==> src/hdl/wtsp_pkg.sv <==
// shared types and constants of the world-to-screen projection block
// no dependencies; used by the dot row, divider cell and top level modules of the block
`timescale 1ns / 1ps
`default_nettype none

package wtsp_pkg;

  // configuration register indexes
  localparam logic [2:0] REG_ROW0_COLS01 = 3'd0;
  localparam logic [2:0] REG_ROW0_COLS23 = 3'd1;
  localparam logic [2:0] REG_ROW1_COLS01 = 3'd2;
  localparam logic [2:0] REG_ROW1_COLS23 = 3'd3;
  localparam logic [2:0] REG_ROW3_COLS01 = 3'd4;
  localparam logic [2:0] REG_ROW3_COLS23 = 3'd5;

  // field widths
  localparam int unsigned DATA_W = 32;
  localparam int unsigned CFG_W  = 64;

  // behind-the-viewer scaling: largest magnitude that survives the scale
  localparam int unsigned BEHIND_SCALE = 100000;
  localparam int unsigned BEHIND_LIM   = 21474;

  localparam logic [DATA_W-1:0] SAT_MAX = 32'h7fff_ffff;
  localparam logic [DATA_W-1:0] SAT_MIN = 32'h8000_0000;

  // per-item control carried along the divider cells
  typedef struct packed {
    logic       behind;
    logic [1:0] neg;
    logic [1:0] ovf;
  } ctl_t;

endpackage

`default_nettype wire

==> src/hdl/wtsp_div_cell.sv <==
// one restoring-division cell: one quotient bit per lane, then hand on
// depends on wtsp_pkg
`timescale 1ns / 1ps
`default_nettype none

module wtsp_div_cell #(
  parameter int unsigned RW = 51
) (
  input  wire                   clk_i,
  input  wire                   rst_ni,
  input  wire                   valid_i,
  output logic                  ready_o,
  output logic                  valid_o,
  input  wire                   ready_i,
  input  wire wtsp_pkg::ctl_t   ctl_i,
  input  wire [RW-1:0]          den_i,
  input  wire [1:0][RW-1:0]     rem_i,
  input  wire [1:0][31:0]       bits_i,
  input  wire [1:0][31:0]       quo_i,
  output wtsp_pkg::ctl_t        ctl_o,
  output logic [RW-1:0]         den_o,
  output logic [1:0][RW-1:0]    rem_o,
  output logic [1:0][31:0]      bits_o,
  output logic [1:0][31:0]      quo_o
);

  logic [1:0][RW-1:0] rem_d;
  logic [1:0][31:0]   bits_d, quo_d;
  logic [RW-1:0]      trial;

  assign ready_o = !valid_o || ready_i;

  // shift in next dividend bit, compare and subtract; behind items pass through unchanged
  always_comb begin
    trial = '0;
    for (int j = 0; j < 2; j++) begin
      rem_d[j]  = rem_i[j];
      bits_d[j] = bits_i[j];
      quo_d[j]  = quo_i[j];
      if (!ctl_i.behind) begin
        trial     = {rem_i[j][RW-2:0], bits_i[j][31]};
        bits_d[j] = {bits_i[j][30:0], 1'b0};
        if (trial >= den_i) begin
          rem_d[j] = trial - den_i;
          quo_d[j] = {quo_i[j][30:0], 1'b1};
        end else begin
          rem_d[j] = trial;
          quo_d[j] = {quo_i[j][30:0], 1'b0};
        end
      end
    end
  end

  always_ff @(posedge clk_i or negedge rst_ni) begin
    if (!rst_ni) begin
      valid_o <= 1'b0;
    end else if (ready_o) begin
      valid_o <= valid_i;
    end
  end

  always_ff @(posedge clk_i) begin
    if (ready_o && valid_i) begin
      ctl_o  <= ctl_i;
      den_o  <= den_i;
      rem_o  <= rem_d;
      bits_o <= bits_d;
      quo_o  <= quo_d;
    end
  end

endmodule

`default_nettype wire

==> config.mk <==
export PLATFORM = sky130hd
export DESIGN_NAME = wtsp_div_cell
export DESIGN_NICKNAME = d
export VERILOG_FILES = /design/src/hdl/wtsp_pkg.sv /design/src/hdl/wtsp_div_cell.sv
export SDC_FILE = /design/constraint.sdc
export NUM_CORES = 1
export LEC_CHECK = 0
export BUFFER_PORTS_ARGS = -buffer_cell sky130_fd_sc_hd__buf_2
export CELL_PAD_IN_SITES_DETAIL_PLACEMENT = 0
export CELL_PAD_IN_SITES_GLOBAL_PLACEMENT = 1
export CORE_MARGIN = 2
export CORE_UTILIZATION = 36
export DETAILED_ROUTE_END_ITERATION = 7
export PLACE_DENSITY_LB_ADDON = 0.1
export RECOVER_POWER = 25
export SYNTH_ARGS = -nofsm -noshare
export SYNTH_HDL_FRONTEND = slang
export SYNTH_SLANG_ARGS = --single-unit
==> constraint.sdc <==
create_clock -name clk_i -period 7.9 [get_ports clk_i]
set_input_delay 1.185 -clock clk_i [delete_from_list [all_inputs] [get_ports clk_i]]
set_output_delay 1.185 -clock clk_i [all_outputs]
set_load 0.1 [all_outputs]
**Word level (Yosys, flattened, before mapping)**

Index checks and enable logic that the tools add are counted.
Widths: inputs -> output; s select.

- Bits in registers: 287
- Bits of input ports: 290
- Output and inout port bits: 288

- Reductions and logical operators: 3
- Multiplexer cells: 10
- $add $sub $neg: 2
- $lt $le $gt $ge: 2

Operators with widths:

| cell | count |
|---|---|
| $mux 51 | 4 |
| $mux 32 | 4 |
| $ge 51x51->1 | 2 |
| $sub 51x51->51 | 2 |
| $mux 1 | 2 |
| $logic_and 1x1->1 | 1 |
| $logic_not 1->1 | 1 |
| $logic_or 1x1->1 | 1 |

**Logic depth before layout (Yosys ltp)**

Gate-level depths: netlist of run 1.

- Word-level depth: 3
- Gate-level depth with buffers: 15

**Worst setup path after synthesis of run 1**

No wires, ideal clock.

- Path type: input -> register
- From: in ready_i
- To: reg bits_o[0] (netlist bit), enable pin
- Path slack: -1.345 ns
- Stages: 2
- Library setup time: 0.681 ns
- Buffers on the path: 0
- Arrival time: 8.564 ns
- Required time: 7.219 ns
- Cell sequence: nand2b_1 > and2_1

- Word-level cells in the longest chain between the ends: 2

RTL lines:

| what | RTL line | source |
|---|---|---|
| from (decl) | wtsp_div_cell.sv:14 | `input wire ready_i,` |
| $logic_or 1x1->1 | wtsp_div_cell.sv:31 | `assign ready_o = !valid_o \|\| ready_i;` |
| $logic_and 1x1->1 | wtsp_div_cell.sv:63 | `if (ready_o && valid_i) begin` |
| to (signal assigned) | wtsp_div_cell.sv:67 | `bits_o <= bits_d;` |
| to (decl) | wtsp_div_cell.sv:23 | `output logic [1:0][31:0] bits_o,` |

Every way passes these cells.
A chain may end at the register's enable or synchronous reset.

==> flow_summary.toml, run 1 <==
[clocking]
clk_path_buf_depth = 3
cts_sinks = 287
clkTransAtPathRegs_ns = 0.06
cts_tree = "yes"
post_cts_buffers = 0
cts-htree-levels = 2
clock_latency_ns = 0.57
cts_resized = 0
cts_hold_buf = 0
cts-buffers-inserted = 36
cts-root-buf = "clkbuf_16"

[logic_synthesis]
yosys_warnings = 0
synth_adder_area_share = 0.0704
yosys.area.top_type = "edfxtp_1"
synth_compound_area_frac = 0.167
ys_types = 86
async_reset_ff_frac = 0.00348
synth_area_leaders = "edfxtp_1 (46%), mux2_2 (9.6%), ha_1 (6.8%)"
synth-xor-area-share = 0.0412
synth_edf_count = 286
avgSynthCellArea_um2 = 10.7
synth_top_family_by_area = "compound AO/OA/AOI/OAI gates"
ys_seq_area_frac = 0.461
ys_seq_elements = 287
synth_top_cell_area_share = 0.460
synthCells = 1741
synth-simple-area-share = 0.102
syn_nets = 2135
synthMuxAreaShare = 0.117
synth.cell_area_um2 = 18700
yosys_most_used_dff = "edfxtp_1"

[drt]
detailroute.via_count = 16000
drt_iter0_markers = 1021
drt-vias-per-instance = 5.36
drc = 0
wire_per_inst_um = 23.7
firstDrtPassIters = 6
ant_nets = 0
routed_wl_um = 70600

[final_layout]
layout_common_cells = "buf_2 (489), edfxtp_1 (286), a21oi_1 (180), mux2_2 (158), nor2_1 (134)"
mostFrequentLayoutCell = "buf_2"
fin_cells = 2979
drive_gt1_frac = 0.323
fill_cells = 5092
fin_nets = 2660
seqCellArea_um2 = 8610
final_cell_area_um2 = 23200
area_growth_pct = 24.2
multi_input_area_um2 = 9320

[die]
die_area_um2 = 53800
num_io_pins = 578
row_count = 83
die_x_um = 232
die_height_um = 232
initial_utilization = 0.364
core_area_um2 = 51300

[sta]
rsz0062_at_grt = "false"
final_hold_viol_count = 0
slew_headroom = -1.95
tightest_slew_ns = 4.42
setup_viol = 0
min_period_ns = 5.56
fmax_ghz = 0.180
setup_tns_ns = 0
skew_ns = 0.0221
fin_crit_sh = 0.704
slew_violations = 125

[worst_setup_path]
cp.required_ns = 8.21
regToRegStartpoint = "valid_o"
cp.buffers_inverters = 3
timing.rr.end = "rem_o[66]"
cp_cell_sequence = "clkbuf_1, inv_4, buf_4, mux2_2"
cpPeakStageDelay_ns = 2.45
cp.arrival_ns = 5.87
path_max_fanout = 75
r2r_cells = 3
start_kind = "input pin"
critPathKind = "input pin to flop"
end_kind = "flop"
crit_path_top_delay_cell = "clkbuf_1"
critical-path-top-delay-family = "buffers and inverters"
ff2ff_setup_slack_ns = 2.71

[pwr]
netSwitchingPower_w = 0.00212
internal_power_w = 0.00342
ir_worst_vdd_mv = 0.135
p_sw_frac = 0.382
p_seq_frac = 0.335
clockPowerShare = 0.329
p_comb_frac = 0.336
pwr_density_cell_nw_per_um2 = 239
power_w = 0.00554
leakage_nw = 9.70

[grt]
antenna_found_initial = 10
grt_pass1_wl_um = 99900
grt_overflow_total = 0
grt_pass1_vias = 15800
grt_start_max_net_pins = 165
grt_use_total = 0.251

[flow_run]
maxCapViolations = 2

[run_status]
violations = "capacitance limit, slew limit"
status = "finished, violations left"

[placement]
hpwl_um = 56000
place_inst = 2908
numPortBuffers = 577
gp_congestion = 0.893
placed_area_um2 = 22000

[min_path]
hp-class = "input pin to asynchronous set/reset pin"
[synthesized netlist by cell type (13+ instances only)]
library cell	count
a21o_1	66
a21oi_1	180
a31oi_1	25
and2_1	14
and3_1	16
buf_2	13
clkbuf_1	71
edfxtp_1	286
ha_1	102
inv_1	75
mux2_2	160
mux2i_1	39
nand2_1	118
nand3_1	28
nand4_1	32
nor2_1	135
nor3_1	14
o21a_1	15
o21ai_0	72
o21bai_1	13
xnor2_1	43
xor2_1	45
[flip-flops by register name, indices dropped and copies added (netlist names)]
name,flops
bits_o,64
rem_o,102
valid_o,1
quo_o,64
ctl_o,5
den_o,51
[worst max-delay path by stage]
stage | slack, ns | depth (start not counted) | start | end
final | 2.34 | 4 | ctl_i[4] | rem_o[68]
after global routing | 1.96 | 4 | ready_i | den_o[26]
after detailed placement | 2.30 | 15 | bits_i[63] | rem_o[93]
after global placement | 2.35 | 15 | bits_i[63] | rem_o[93]
after floorplan | 1.80 | 2 | ready_i | bits_o[0]
after CTS | 2.86 | 15 | bits_i[63] | rem_o[93]
[layout make-up]
| type | count | area share |
|---|---|---|
| multi-input cells | 1281 | 0.401 |
| flip-flops and latches | 287 | 0.371 |
| repair buffers | 584 | 0.122 |
| clock buffers | 42 | 0.0398 |
| well taps | 680 | 0.0367 |
| clock inverters | 23 | 0.0156 |
| inverters | 76 | 0.0124 |
| diodes | 6 | 0.000647 |
[stage by stage]
| step | hold slack [ns] | worst slack [ns] | utilization |
|---|---|---|---|
| floorplan | 0.889 | 1.80 | - |
| global placement | 0.504 | 2.35 | 0.429 |
| detailed placement | 0.530 | 2.30 | 0.429 |
| CTS | 0.370 | 2.86 | 0.454 |
| global route | 0.374 | 1.96 | 0.452 |
| finish | 0.399 | 2.34 | 0.452 |
[per-layer routing]
layer | wire length (um) | global-route usage | vias to the layer above
met5 | 22 | 0 | -
met3 | 4350 | 0.0497 | 117
li1 | - | - | 7616
met4 | 2810 | 0.101 | 4
met2 | 35400 | 0.447 | 583
met1 | 28000 | 0.294 | 7657
[power by group through the flow]
stage	registers, W	logic (W)	clock network (W)
3_5_place_dp	0.00189	0.00186	0
6_report	0.00186	0.00186	0.00182
5_1_grt	0.00186	0.00197	0.00192
4_1_cts	0.00185	0.00187	0.00187
2_1_floorplan	0.00261	0.000707	0
3_3_place_gp	0.00188	0.00186	0
[cells by family after synthesis]
logic type      count (synthesis)
simple gates                  408
compound gates                482
xor+xnor                       88
mux                           199
flops                         287
buf+inv                       173
fa+ha+maj                     104
No activity file was read; power rests on OpenSTA's default activity.
==> run 2, diff against run 1 <==
- CORE_AREA: default -> 2 2 226 228
- CORE_MARGIN: 2 -> default
- CORE_UTILIZATION: 36 -> default
- DIE_AREA: default -> 0 0 228 230
- clock period: 7.9 -> 5.45 ns (I/O delays scaled with it)
==> run 2 against run 1 <==
  * The flow still finishes with violations (capacitance limit, slew limit)
  * Flip-flop and latch count did not move
  * First-iteration DRC count fell by 2.4%
  * Power rose by 41%
  * Register-to-register slack got worse by 1.6 ns
  * Non-clock buffer count rose by 12
  * Clock power rose by 31%
  * Design area barely moved
  * Routed wire length rose by 0.39%
  * Critical endpoint is now rem_o[96]
  * Largest cell class unchanged
  * Largest power group is now combinational logic
==> flow_summary.toml, run 2 (synthesis gave the netlist of run 1 again) <==
[worst_setup_path]
end_kind = "flop"
r2r_cells = 3
cp.required_ns = 5.59
cp_cell_sequence = "buf_2, inv_1, ha_1, and4_1, nand3_1, a2111oi_2, nor3_2, buf_4, a211oi_2, nor3_2, o31ai_4, buf_4, nor3b_1, a21oi_1, o31ai_1"
path_max_fanout = 24
cpPeakStageDelay_ns = 0.63
path_depth = 15
critPathKind = "input pin to flop"
start_kind = "input pin"
critical-path-top-delay-family = "compound AO/OA/AOI/OAI gates"
crit_path_top_delay_cell = "a2111oi_2"
cp.arrival_ns = 4.64
cp.buffers_inverters = 4

[final_layout]
top_register = "rem_o"
mostFrequentLayoutCell = "buf_2"
final_util = 0.465
area_growth_pct = 24.1
layout_common_cells = "buf_2 (503), edfxtp_1 (286), a21oi_1 (180), mux2_2 (158), nor2_1 (135)"
drive_gt1_frac = 0.329
fill_cells = 4845
largest_reg_flops = 102
fin_nets = 2672
largestRegisters = "rem_o: 102 flops, bits_o: 64 flops, quo_o: 64 flops"

[sta]
setup_slack_ns = 0.942
setup_viol = 0
fin_crit_sh = 0.827
final_hold_viol_count = 0
slew_violations = 166
rsz0062_at_grt = "false"
fmax_ghz = 0.222
skew_ns = 0.00861
min_period_ns = 4.51
tightest_slew_ns = 3.77
setup_tns_ns = 0
slew_headroom = -1.51

[clocking]
clkTransAtPathRegs_ns = 0.06
cts_sinks = 287
cts-buffers-inserted = 36
clock_latency_ns = 0.54
post_cts_buffers = 0
cts_hold_buf = 0
cts_tree = "yes"
cts-htree-levels = 2
cts_resized = 0
cts-root-buf = "clkbuf_16"
clk_path_buf_depth = 3

[grt]
grt_pass1_vias = 16000
grt_pass1_wl_um = 103000
antenna_found_initial = 8
grt_overflow_total = 0
grt_start_max_net_pins = 96
grt_use_total = 0.260

[drt]
wl_met1_um = 27900
highest_layer = "met4"
met2_length_um = 36600
drc = 0
wl_met3_um = 4080
detailroute.via_count = 16100
ant_nets = 0
drt-vias-per-instance = 5.39
wire_per_inst_um = 23.8
routed_wl_um = 70900
firstDrtPassIters = 5
drt_iter0_markers = 997

[die]
num_io_pins = 578
die_x_um = 228
die_area_um2 = 52400
die_height_um = 230
initial_utilization = 0.375
row_count = 82
core_area_um2 = 49900

[pwr]
p_seq_frac = 0.344
clockPowerShare = 0.306
pwr_density_cell_nw_per_um2 = 336
netSwitchingPower_w = 0.00306
leakage_nw = 9.75
ir_worst_vdd_mv = 0.239
p_sw_frac = 0.393
p_comb_frac = 0.350
internal_power_w = 0.00474

[placement]
pre_cts_slack_ns = 0.682
hpwl_um = 56800
gp_congestion = 0.917
numPortBuffers = 577

[run_status]
status = "finished, violations left"
violations = "capacitance limit, slew limit"

[flow_run]
maxCapViolations = 3

[min_path]
hp-class = "input pin to asynchronous set/reset pin"
-- run 2: cell types whose count changed in the layout (fill, tap and decap cells not counted), sizes merged --
cell / delta
bufinv: -5
clkbuf: -14
clkinv: +7
clkinvlp: -2
buf: +25
-- run 2: final timing paths --
check,start,to,slack [ns]
min in group clk_i,ctl_i[3],ctl_o[3],0.44
hold reg to reg,valid_o,valid_o,0.53
max in group asynchronous,rst_ni,valid_o,5.33
setup / recovery,den_i[17],rem_o[96],0.94
setup reg to reg,valid_o,bits_o[29],1.13
hold / removal,rst_ni,valid_o,0.04
-- run 2: power groups by stage --
stage	Clock [W]	Combinational [W]	Sequential (W)
finish	0.00239	0.00273	0.00268
global route	0.00253	0.00288	0.00269
detailed placement	0	0.00273	0.00272
floorplan	0	0.00103	0.00378
CTS	0.00245	0.00274	0.00268
global placement	0	0.00273	0.00272
-- run 2: layer usage --
layer,GRT usage,vias to the layer above
li1,-,7636
met1,0.301,7770
met2,0.476,585
met3,0.0492,89
met4,0.0948,0
met5,0,-
-- run 2: final cells by class --
class	count	area, um2	share of cell area
multi-input cells	1281	9310	0.401
inverters	76	288	0.0124
flip-flops and latches	287	8610	0.371
well taps	672	841	0.0362
repair buffers	596	2990	0.129
diodes	6	15.0	0.000647
clock buffers	41	920	0.0396
clock inverters	23	229	0.00987
-- run 2: per-stage QoR --
step	total power, W	hold WS, ns	cell area (um2)	std cells
6_report	0.00780	0.0375	23200	2982
2_1_floorplan	0.00480	0.522	18700	1741
5_1_grt	0.00811	0.0199	23200	2981
4_1_cts	0.00787	0.0128	23300	2976
3_3_place_gp	0.00545	0.504	22100	2912
3_5_place_dp	0.00545	0.528	22100	2912
